--- src/hw/rtl/svwm_pkg.sv ---
package svwm_pkg;

    localparam int SUM_W      = 16;
    localparam int CNT_W      = 5;
    localparam int VOLT_W     = 12;
    localparam int HOLD_W     = 8;
    localparam int CFG_IDX_W  = 3;
    localparam int CFG_DATA_W = 12;

    // divider remainder width, enough for the larger divisor (125)
    localparam int REM_W      = 7;

    localparam int SCALE_MUL  = 121;
    localparam int SCALE_DIV  = 125;
    localparam int SCALE_OFS  = 67;
    // largest average whose scaled value still fits in 12 bits (gives 4095)
    localparam int AVG_SAT    = 4162;
    localparam int AVG_W      = 13;

    localparam logic [VOLT_W-1:0] WINDOW_HIGH_RST   = 12'd2200;
    localparam logic [VOLT_W-1:0] WINDOW_LOW_RST    = 12'd1700;
    localparam logic [VOLT_W-1:0] CUTOFF_LEVEL_RST  = 12'd500;
    localparam logic [VOLT_W-1:0] PRESENT_LEVEL_RST = 12'd700;
    localparam logic [HOLD_W-1:0] LOW_HOLD_RST      = 8'd10;
    localparam logic [HOLD_W-1:0] RECOVER_HOLD_RST  = 8'd5;
    localparam logic [HOLD_W-1:0] PRESENT_HOLD_RST  = 8'd5;
    localparam logic [HOLD_W-1:0] ABSENT_HOLD_RST   = 8'd5;

    localparam logic [CFG_IDX_W-1:0] CFG_WINDOW_HIGH   = 3'd0;
    localparam logic [CFG_IDX_W-1:0] CFG_WINDOW_LOW    = 3'd1;
    localparam logic [CFG_IDX_W-1:0] CFG_CUTOFF_LEVEL  = 3'd2;
    localparam logic [CFG_IDX_W-1:0] CFG_PRESENT_LEVEL = 3'd3;
    localparam logic [CFG_IDX_W-1:0] CFG_LOW_HOLD      = 3'd4;
    localparam logic [CFG_IDX_W-1:0] CFG_RECOVER_HOLD  = 3'd5;
    localparam logic [CFG_IDX_W-1:0] CFG_PRESENT_HOLD  = 3'd6;
    localparam logic [CFG_IDX_W-1:0] CFG_ABSENT_HOLD   = 3'd7;

    localparam logic [1:0] EV_NONE      = 2'd0;
    localparam logic [1:0] EV_SET       = 2'd1;
    localparam logic [1:0] EV_CLR       = 2'd2;
    localparam logic [1:0] SUP_RETURNED = 2'd1;
    localparam logic [1:0] SUP_LOST     = 2'd2;

    typedef struct packed {
        logic [SUM_W-1:0] sample_sum;
        logic [CNT_W-1:0] sample_count;
    } t_in;

    typedef struct packed {
        logic [VOLT_W-1:0] voltage;
        logic              low_flag;
        logic              on_battery;
        logic [1:0]        low_event;
        logic [1:0]        supply_event;
    } t_out;

    typedef enum logic [2:0] {
        S_IDLE,
        S_DIV,
        S_MUL,
        S_SCALE,
        S_FINISH
    } t_state;

    typedef struct packed {
        logic [HOLD_W-1:0] cnt_set;
        logic [HOLD_W-1:0] cnt_clr;
        logic              flag;
        logic [1:0]        ev;
    } t_deb;

    function automatic logic [HOLD_W-1:0] f_bump(input logic [HOLD_W-1:0] c);
        return (c == {HOLD_W{1'b1}}) ? c : c + 1'b1;
    endfunction

    function automatic t_deb f_debounce(
        input logic              cond,
        input logic [HOLD_W-1:0] cnt_set,
        input logic [HOLD_W-1:0] cnt_clr,
        input logic [HOLD_W-1:0] hold_set,
        input logic [HOLD_W-1:0] hold_clr,
        input logic              flag
    );
        t_deb d;
        d.cnt_set = cnt_set;
        d.cnt_clr = cnt_clr;
        d.flag    = flag;
        d.ev      = EV_NONE;
        if (cond) begin
            d.cnt_clr = '0;
            if (cnt_set > hold_set) begin
                if (!flag) begin
                    d.flag = 1'b1;
                    d.ev   = EV_SET;
                end
            end else begin
                d.cnt_set = f_bump(cnt_set);
            end
        end else begin
            d.cnt_set = '0;
            if (cnt_clr > hold_clr) begin
                if (flag) begin
                    d.flag = 1'b0;
                    d.ev   = EV_CLR;
                end
            end else begin
                d.cnt_clr = f_bump(cnt_clr);
            end
        end
        return d;
    endfunction

endpackage

--- src/hw/rtl/supply_voltage_window_monitor.sv ---
// an accepted input transaction runs through a restoring divide of the sum by
// the sample count (16 steps), a multiply by 121, a divide by 125 (12 steps),
// then debounce and output load; one bit-serial divider sets the pace
// the next input is held off until a result is loaded, but it is taken while that result waits
// reset: synchronous active low; thresholds and holds return to defaults,
// debounce counters and flags clear, no result pending
module supply_voltage_window_monitor import svwm_pkg::*; (
    input  logic                  i_clk,
    input  logic                  i_rst_n,
    input  logic                  i_in_valid,
    output logic                  o_in_stall,
    input  t_in                   i_in,
    output logic                  o_out_valid,
    input  logic                  i_out_stall,
    output t_out                  o_out,
    input  logic                  i_cfg_we,
    input  logic [CFG_IDX_W-1:0]  i_cfg_index,
    input  logic [CFG_DATA_W-1:0] i_cfg_data
);

    t_state r_state, n_state;

    logic [SUM_W-1:0] r_q, n_q;
    logic [REM_W-1:0] r_rem, n_rem;
    logic [REM_W-1:0] r_div, n_div;
    logic [3:0]       r_step, n_step;
    logic             r_cnt_zero, n_cnt_zero;

    t_out r_out, n_out;
    logic r_out_valid, n_out_valid;

    logic [HOLD_W-1:0] r_low_count, n_low_count;
    logic [HOLD_W-1:0] r_recover_count, n_recover_count;
    logic [HOLD_W-1:0] r_present_count, n_present_count;
    logic [HOLD_W-1:0] r_absent_count, n_absent_count;
    logic              r_low_state, n_low_state;
    logic              r_battery_state, n_battery_state;

    logic [VOLT_W-1:0] r_window_high, r_window_low, r_cutoff, r_present;
    logic [HOLD_W-1:0] r_low_hold, r_recover_hold, r_present_hold, r_absent_hold;

    // one restoring divide step, shared by both divide phases
    logic [REM_W:0]    w_trial;
    logic              w_ge;
    logic [REM_W-1:0]  w_rem_nx;

    logic [AVG_W-1:0]  w_avg;
    logic [AVG_W+6:0]  w_prod;

    logic [VOLT_W-1:0] w_scaled;
    logic [VOLT_W-1:0] w_volt;
    t_deb              w_low_deb;
    t_deb              w_sup_deb;

    assign w_trial  = {r_rem, r_q[SUM_W-1]};
    assign w_ge     = w_trial >= {1'b0, r_div};
    assign w_rem_nx = w_ge ? REM_W'(w_trial - {1'b0, r_div}) : w_trial[REM_W-1:0];

    // clamping the average keeps the product narrow; anything above saturates at 4095
    assign w_avg = r_cnt_zero ? '0 :
                   (r_q > SUM_W'(AVG_SAT)) ? AVG_W'(AVG_SAT) : r_q[AVG_W-1:0];
    // times 121 as 128 - 8 + 1
    assign w_prod = {w_avg, 7'd0} - {4'd0, w_avg, 3'd0} + {7'd0, w_avg};

    assign w_scaled = r_q[VOLT_W-1:0] + VOLT_W'(SCALE_OFS);
    assign w_volt   = (w_scaled < r_cutoff) ? '0 : w_scaled;

    assign w_low_deb = f_debounce((w_volt < r_window_high) && (w_volt > r_window_low),
                                  r_low_count, r_recover_count,
                                  r_low_hold, r_recover_hold, r_low_state);
    // set side of the supply detector is the supply being absent
    assign w_sup_deb = f_debounce(!(w_volt > r_present),
                                  r_absent_count, r_present_count,
                                  r_absent_hold, r_present_hold, r_battery_state);

    always_ff @(posedge i_clk) begin
        if (!i_rst_n) begin
            r_state <= S_IDLE;
        end else begin
            r_state <= n_state;
        end
    end

    always_comb begin
        n_state         = r_state;
        n_q             = r_q;
        n_rem           = r_rem;
        n_div           = r_div;
        n_step          = r_step;
        n_cnt_zero      = r_cnt_zero;
        n_out           = r_out;
        n_out_valid     = r_out_valid && i_out_stall;
        n_low_count     = r_low_count;
        n_recover_count = r_recover_count;
        n_present_count = r_present_count;
        n_absent_count  = r_absent_count;
        n_low_state     = r_low_state;
        n_battery_state = r_battery_state;
        case (r_state)
            S_IDLE: begin
                if (i_in_valid) begin
                    n_q        = i_in.sample_sum;
                    n_rem      = '0;
                    n_div      = REM_W'(i_in.sample_count);
                    n_cnt_zero = (i_in.sample_count == '0);
                    n_step     = 4'(SUM_W - 1);
                    n_state    = S_DIV;
                end
            end
            S_DIV, S_SCALE: begin
                n_rem  = w_rem_nx;
                n_q    = {r_q[SUM_W-2:0], w_ge};
                n_step = r_step - 1'b1;
                if (r_step == '0) begin
                    n_state = (r_state == S_DIV) ? S_MUL : S_FINISH;
                end
            end
            S_MUL: begin
                // product < 125 * 4096, so its top bits already form the remainder seed
                n_rem   = w_prod[AVG_W+5:VOLT_W];
                n_q     = {w_prod[VOLT_W-1:0], {(SUM_W-VOLT_W){1'b0}}};
                n_div   = REM_W'(SCALE_DIV);
                n_step  = 4'(VOLT_W - 1);
                n_state = S_SCALE;
            end
            S_FINISH: begin
                if (!n_out_valid) begin
                    n_out.voltage      = w_volt;
                    n_out.low_flag     = w_low_deb.flag;
                    n_out.on_battery   = w_sup_deb.flag;
                    n_out.low_event    = w_low_deb.ev;
                    n_out.supply_event = (w_sup_deb.ev == EV_SET) ? SUP_LOST :
                                         (w_sup_deb.ev == EV_CLR) ? SUP_RETURNED : EV_NONE;
                    n_out_valid        = 1'b1;
                    n_low_count        = w_low_deb.cnt_set;
                    n_recover_count    = w_low_deb.cnt_clr;
                    n_low_state        = w_low_deb.flag;
                    n_absent_count     = w_sup_deb.cnt_set;
                    n_present_count    = w_sup_deb.cnt_clr;
                    n_battery_state    = w_sup_deb.flag;
                    n_state            = S_IDLE;
                end
            end
            default: begin
                n_state = S_IDLE;
            end
        endcase
    end

    always_ff @(posedge i_clk) begin
        if (!i_rst_n) begin
            r_out_valid     <= 1'b0;
            r_low_count     <= '0;
            r_recover_count <= '0;
            r_present_count <= '0;
            r_absent_count  <= '0;
            r_low_state     <= 1'b0;
            r_battery_state <= 1'b0;
        end else begin
            r_out_valid     <= n_out_valid;
            r_low_count     <= n_low_count;
            r_recover_count <= n_recover_count;
            r_present_count <= n_present_count;
            r_absent_count  <= n_absent_count;
            r_low_state     <= n_low_state;
            r_battery_state <= n_battery_state;
        end
    end

    always_ff @(posedge i_clk) begin
        r_q        <= n_q;
        r_rem      <= n_rem;
        r_div      <= n_div;
        r_step     <= n_step;
        r_cnt_zero <= n_cnt_zero;
        r_out      <= n_out;
    end

    always_ff @(posedge i_clk) begin
        if (!i_rst_n) begin
            r_window_high  <= WINDOW_HIGH_RST;
            r_window_low   <= WINDOW_LOW_RST;
            r_cutoff       <= CUTOFF_LEVEL_RST;
            r_present      <= PRESENT_LEVEL_RST;
            r_low_hold     <= LOW_HOLD_RST;
            r_recover_hold <= RECOVER_HOLD_RST;
            r_present_hold <= PRESENT_HOLD_RST;
            r_absent_hold  <= ABSENT_HOLD_RST;
        end else if (i_cfg_we) begin
            case (i_cfg_index)
                CFG_WINDOW_HIGH:   r_window_high  <= i_cfg_data[VOLT_W-1:0];
                CFG_WINDOW_LOW:    r_window_low   <= i_cfg_data[VOLT_W-1:0];
                CFG_CUTOFF_LEVEL:  r_cutoff       <= i_cfg_data[VOLT_W-1:0];
                CFG_PRESENT_LEVEL: r_present      <= i_cfg_data[VOLT_W-1:0];
                CFG_LOW_HOLD:      r_low_hold     <= i_cfg_data[HOLD_W-1:0];
                CFG_RECOVER_HOLD:  r_recover_hold <= i_cfg_data[HOLD_W-1:0];
                CFG_PRESENT_HOLD:  r_present_hold <= i_cfg_data[HOLD_W-1:0];
                CFG_ABSENT_HOLD:   r_absent_hold  <= i_cfg_data[HOLD_W-1:0];
                default: begin
                end
            endcase
        end
    end

    assign o_in_stall  = (r_state != S_IDLE);
    assign o_out_valid = r_out_valid;
    assign o_out       = r_out;

    // second divide phase always starts and stays below its divisor
    a_scale_rem: assert property (@(posedge i_clk) disable iff (!i_rst_n)
        (r_state == S_SCALE) |-> (r_rem < REM_W'(SCALE_DIV)))
        else $error("scale divider remainder out of range");

    a_volt_floor: assert property (@(posedge i_clk) disable iff (!i_rst_n)
        (o_out_valid && (o_out.voltage != '0)) |-> (o_out.voltage >= VOLT_W'(SCALE_OFS)))
        else $error("nonzero voltage below offset");

    a_low_event: assert property (@(posedge i_clk) disable iff (!i_rst_n)
        (o_out_valid && (o_out.low_event == EV_SET)) |-> o_out.low_flag)
        else $error("low event without low flag");

    a_supply_event: assert property (@(posedge i_clk) disable iff (!i_rst_n)
        (o_out_valid && (o_out.supply_event == SUP_LOST)) |-> o_out.on_battery)
        else $error("supply lost event without battery flag");

endmodule
--- config.mk ---
export PLATFORM = sky130hd
export DESIGN_NAME = supply_voltage_window_monitor
export DESIGN_NICKNAME = d
export VERILOG_FILES = /design/src/hw/rtl/svwm_pkg.sv /design/src/hw/rtl/supply_voltage_window_monitor.sv
export SDC_FILE = /design/constraint.sdc
export NUM_CORES = 1
export LEC_CHECK = 0
export BUFFER_PORTS_ARGS = -buffer_cell sky130_fd_sc_hd__buf_4
export CAP_MARGIN = 20
export CELL_PAD_IN_SITES_DETAIL_PLACEMENT = 1
export CELL_PAD_IN_SITES_GLOBAL_PLACEMENT = 2
export CORE_UTILIZATION = 38
export CTS_CLUSTER_DIAMETER = 200
export DETAILED_ROUTE_END_ITERATION = 8
export GPL_TIMING_DRIVEN = 0
export MAX_ROUTING_LAYER = met4
export PLACE_DENSITY_LB_ADDON = 0.1
export SYNTH_ARGS = -nofsm -noshare
export SYNTH_HDL_FRONTEND = slang
export SYNTH_SLANG_ARGS = --single-unit
--- constraint.sdc ---
create_clock -name i_clk -period 6.5 [get_ports i_clk]
set_input_delay 0 -clock i_clk [delete_from_list [all_inputs] [get_ports i_clk]]
set_output_delay 0 -clock i_clk [all_outputs]
set_load 0.02 [all_outputs]
; ---- Word-level counts from Yosys, hierarchy flattened
; Cells that the tools add are included.
[word_totals]
regBits = 171
input_bits = 41
out_inout_bits = 20
wordCells = 138
[op_classes]
addsub = 9
n_lt_le_gt_ge = 10
eq_ne = 28
mux = 37
bitwise_logic = 1
n_reduce_logical = 27
[ops]
columns = operator, count
row1 = 2-to-1 mux 8 bit, 8
row2 = one-hot mux 16 bit (3 select lines), 1
row3 = 2-to-1 mux 19 bit, 2
row4 = adder 8 x 1 -> 8 bit (second input constant), 4
row5 = == test 8 bit (second input constant), 4
row6 = greater-than comparator 8 bit, 4
row7 = 2-to-1 mux 13 bit, 2
row8 = greater-than comparator 12 bit, 2
row9 = less-than comparator 12 bit, 2
row10 = 2-to-1 mux 3 bit, 8
row11 = AND reduction 2 bit, 12
row12 = inequality test 2 bit (second input constant), 11
row13 = 2-to-1 mux 7 bit, 3
row14 = one-hot mux 7 bit (3 select lines), 1
row15 = adder 19 x 13 -> 19 bit, 1
row16 = subtractor 19 x 16 -> 19 bit, 1
row17 = greater-than comparator 16 x 13 -> 1 bit (second input constant), 1
row18 = 2-to-1 mux 16 bit, 1
row19 = AND reduction 4 bit, 4
row20 = == test 3 bit (second input constant), 5
row21 = one-hot mux 7 bit (2 select lines), 1
row22 = adder 12 x 7 -> 12 bit (second input constant), 1
row23 = == test 3 x 2 -> 1 bit (second input constant), 4
row24 = 2-to-1 mux 12 bit, 1
row25 = 20 further kinds, 28

; ---- Longest topological paths before layout
[depth]
ltp_word = 7
ltp_mapped = 23
mapped_depth_nobuf = 20

; ---- Least setup slack after synthesis
; No wires, ideal clock.
[synth_path]
kind = register to register
from = reg r_q[0]
to = reg r_low_count[4]
setup_ns = 0.070
arrival_time_ns = 4.561
required_time_ns = 6.430
setup_slack_ns = 1.869
stages_incl_launch_ff = 22
path_buffers = 1
synth_period_minus_slack_ns = 4.631
path_cell_list = edfxtp_1 inv_1 ha_1 nor3b_1 o2111ai_1 xnor2_1 ha_1 nand4_1 nor2_1 a221o_1 nor2_1 clkbuf_1 nor2b_1 ha_1 a21o_1 a21o_1 a221o_1 a31oi_1 o21a_4 nand2_4 or3_1 a21oi_1
[synth_via]
elab_chain_cells = 7
word_cells_on_any_way = 10
cone_classes = add/sub (1) / order compare (3) / eq/ne (2) / mux (2) / reduce/logical (2)
[synth_lines]
columns = element, line
row1 = from (decl), supply_voltage_window_monitor.sv:23  ; logic [SUM_W-1:0] r_q, n_q;
row2 = from (signal assigned), supply_voltage_window_monitor.sv:171  ; r_q <= n_q;
row3 = adder 12 x 7 -> 12 bit *, supply_voltage_window_monitor.sv:65  ; assign w_scaled = r_q[VOLT_W-1:0] + VOLT_W'(SCALE_OFS);
row4 = less-than comparator 12 bit, supply_voltage_window_monitor.sv:66  ; assign w_volt = (w_scaled < r_cutoff) ? '0 : w_scaled;
row5 = 2-to-1 mux 12 bit *, supply_voltage_window_monitor.sv:66
row6 = named net w_volt[9], supply_voltage_window_monitor.sv:51  ; logic [VOLT_W-1:0] w_volt;
row7 = less-than comparator 12 bit / greater-than comparator 12 bit (equally long branches), supply_voltage_window_monitor.sv:68  ; assign w_low_deb = f_debounce((w_volt < r_window_high) && (w_volt > r_window_low),
row8 = logical AND 1 bit *, supply_voltage_window_monitor.sv:68
row9 = inequality test 2 bit (no line), --
row10 = AND reduction 4 bit (no line), --
row11 = to (signal assigned), supply_voltage_window_monitor.sv:161  ; r_low_count <= n_low_count;
row12 = to (decl), supply_voltage_window_monitor.sv:32  ; logic [HOLD_W-1:0] r_low_count, n_low_count;
; Mark *: on every way through the listed nets, which the timed path passes. The rest lies on a longest branch.
; A chain may end at the register's enable or synchronous reset.

; ---- Worst setup path after layout
; Same ends and word-level chain as after synthesis.

==> summary.md <==
| Metric | Value |
|---|---|
| Worst vdd ir | 0.000167 V |
| Post-CTS setup buffer count | 0 |
| Synth Net Count | 1420 |
| GRT Resource Usage Total | 0.242 |
| Area grow syn2layout | 16.3% |
| Min Hold Slack | -0.827 ps |
| Critical Path End Type | register |
| Hold Crit Class | primary input to register |
| CTS buffer count | 17 |
| Yosys reg bits | 170 |
| PortBufs | 49 |
| Status | finished, violations left |
| CTS Root Cell | clkbuf_16 |
| # setup viols final | 0 |
| R2r setup slk | 480 ps |
| Fin crit share | 0.927 |
| Number of synthesized flops with an enable pin | 52 |
| Worst Setup Start Kind | register |
| Leakage | 5.13 nW |
| Worst slew margin | 0.371 |
| Initial Util | 0.389 |
| Failing checks | hold timing |
| Dominant synthesized flop cell | dfxtp_1 |
| Die X | 169 um |
| Final Hold Fails | 1 |
| Vias in the first global route | 9438 |
| Number of max-cap violations | 0 |
| Power Dens Cells | 237 mW/mm^2 |
| Clock sink total | 170 |
| Worst path cell trace | inv_1 -> ha_1 -> nor3b_1 -> o2111ai_1 -> xnor2_1 -> ha_1 -> nand4_1 -> nor3_1 -> a221o_1 -> nor2_1 -> clkbuf_1 -> nor2b_1 -> ha_1 -> a21oi_1 -> o21ai_0 -> a221o_1 -> a31oi_1 -> o21a_4 -> nand2_4 -> or3_1 -> a21oi_1 |
| Mean Syn Cell Area | 8.40 um^2 |
| Row count | 60 |
| Setup TNS | 0 ps |
| Initial antenna violation count | 0 |
| ANT nets after route | 0 |
| Antenna Cells | 0 |
| Crit path kind | register to register |
| Finished Layout Cells | 1738 |
| CTS clk-pin slew, worst paths | 80 ps |
| Total number of vias | 9190 |
| CP peak stage delay | 590 ps |
| Post-synthesis sequential area ratio | 0.372 |
| Critical path's most frequent cell | ha_1 |
| Hold Path Depth | 3 |
| Routed vias/inst | 5.29 |
| Highest net fanout along the worst path | 10 |
| Synth area leaders | dfxtp_1, edfxtp_1, ha_1, nand2_1, a21oi_1 |
| Dpl hpwl | 24200 um |
| DRC Markers | 0 |
| Worst Path Required | 6860 ps |
| Synth unique cells | 67 |
| Synth warn | 0 |
| GP Congestion | 0.838 |
| Clk buf depth | 2 |
| Post-DR wirelength/cell | 18.5 um |
| Grt ovf | 0 |
| WL final | 32100 um |
| Core ar. | 0.0271 mm^2 |
| Worst slew pin tran | 937 ps |
| Nets | 1516 |
| R2R depth | 21 |
| F_max | 0.166 GHz |
| Pre-antenna DRT Iters | 5 |
| CP max-delay cell | nor2b_1 |
| Critical Path AT | 6380 ps |
| I/O pin total | 61 |
| Top cell type's share of synthesized area | 0.224 |
| Die area | 0.0284 mm^2 |
| Syn Inst Count | 1257 |
| Largest net degree at the start of global routing | 28 |
| Fin crit period | 6020 ps |
| CTS tree | yes |
| Synth area leader | dfxtp_1 |
| Htree depth | 4 |
| Post-synthesis cell area | 0.0106 mm^2 |
| Async SR Flop Fraction | 0 |
| Layout cell share with drive strength beyond 1 | 0.0871 |
| Worst Clk Skew | 14.7 ps |
| Die Ht | 169 um |
| Initial DRC count | 484 |
| Dpl cells | 1678 |
| Max-slew violation count | 0 |
| First-pass GRT wire length | 51600 um |
| RSZ-0062 raised after global routing | false |
| Worst skew pair latency | 440 ps |
## cell usage after synthesis (all sizes together) (4+ instances only)
master   instances
nand2          202
inv            129
dfxtp          118
a21oi          117
ha             115
nor2            70
o21ai           58
edfxtp          52
clkbuf          38
o211ai          33
nand3           32
nor2b           24
a21o            20
nand4           20
nor3            19
xor2            19
nand2b          18
xnor2           18
and3            13
a22oi           12
o21a            11
and2             8
o22ai            8
fa               7
nand3b           7
or4              7
a31oi            6
buf              6
o2111ai          6
o21bai           6
or3              6
a21boi           5
nor4             5
or2              5
a211oi           4
## flip-flops by register name, summed over array words and instances, names as in the netlist, 4 cells and up
signal           count
o_out               18
r_absent_count       8
r_absent_hold        8
r_cutoff            12
r_div                6
r_low_count          8
r_low_hold           8
r_present           12
r_present_count      8
r_present_hold       8
r_q                 16
r_recover_count      8
r_recover_hold       8
r_rem                7
r_step               4
r_window_high       12
r_window_low        12
## worst paths after layout
kind,startpoint,to
setup / recovery,r_q[0],r_low_count[4]
hold / removal,i_cfg_data[7],r_present_hold[7]
setup reg to reg,r_q[0],r_low_count[4]
hold reg to reg,r_recover_hold[4],r_recover_hold[4]
## per-stage QoR
step                      total power, mW  utilization  setup slack (ps)  instance area (um^2)
after floorplan                      1.64            -              1870                 10600
after global placement               1.84        0.420               573                 11400
after detailed placement             1.85        0.420               519                 11400
after CTS                            2.92        0.452               452                 12300
after global routing                 3.06        0.453               141                 12300
final                                2.90        0.453               475                 12300
## worst max-delay path: cells and delay by family (launching register included)
| kind | cells | cell delay, ps |
|---|---|---|
| AOI/OAI and AO/OA | 8 | 1880 |
| DFF | 1 | 470 |
| xor gates and xnor gates | 1 | 180 |
| and+or+nand+nor | 7 | 2020 |
| adders and majority gates | 3 | 950 |
| buffers and inverters | 2 | 420 |
## report_power, final
| group | switching (mW) | total (mW) | internal, mW |
|---|---|---|---|
| clock network | 0.480 | 1.06 | 0.576 |
| logic | 0.420 | 0.679 | 0.259 |
| registers | 0.0285 | 1.17 | 1.14 |
## final cells by class
type | count | area (um^2)
fillers | 3236 | 14800
multi-input cells | 913 | 5970
flip-flops and latches | 170 | 3920
repair buffers | 77 | 643
inverters | 130 | 488
well taps | 372 | 465
clock buffers | 17 | 425
plain buffers | 44 | 188
clock inverters | 15 | 164
## placed cells by master, fill, tap and decap left out, types with 8 or more instances in the layout
cell / n
xor2_1: 19
nor2b_1: 24
nor3_1: 19
o211ai_1: 32
and3_1: 13
a22oi_1: 12
a21o_1: 20
nand3_1: 32
nand2b_1: 18
nand4_1: 20
nor2_1: 69
nand2_1: 201
o21ai_0: 53
o21a_1: 10
clkbuf_16: 17
buf_4: 49
a21oi_1: 115
xnor2_1: 18
o22ai_1: 8
clkbuf_1: 29
dlygate4sd3_1: 27
ha_1: 115
and2_1: 8
dfxtp_1: 118
edfxtp_1: 52
clkbuf_2: 9
inv_1: 129
## cells by family (layout without fill, tap and decap cells)
kind of cell,Yosys count,after routing,share of synthesized area
AO/OA/AOI/OAI,310,310,0.185
XOR/XNOR,37,37,0.0307
adder cells (fa/ha/maj),122,122,0.150
buffers and inverters,174,283,0.0639
flip-flops,170,170,0.372
multiplexers,3,3,0.00285
AND/OR/NAND/NOR,441,441,0.196
## routing by layer
metal / global-route usage / part of all wire
met5: - / 0
met4: 0.0617 / 0.020
met3: 0.0355 / 0.024
met2: 0.392 / 0.47
met1: 0.315 / 0.49
## what timing repair did
action,in CTS,in global routing
endpoints found under the hold margin,44,0
resized for setup,0,2
hold buffers,27,0
endpoints found under the setup margin,0,4
Note: power is estimated with default switching activity, not from simulation.
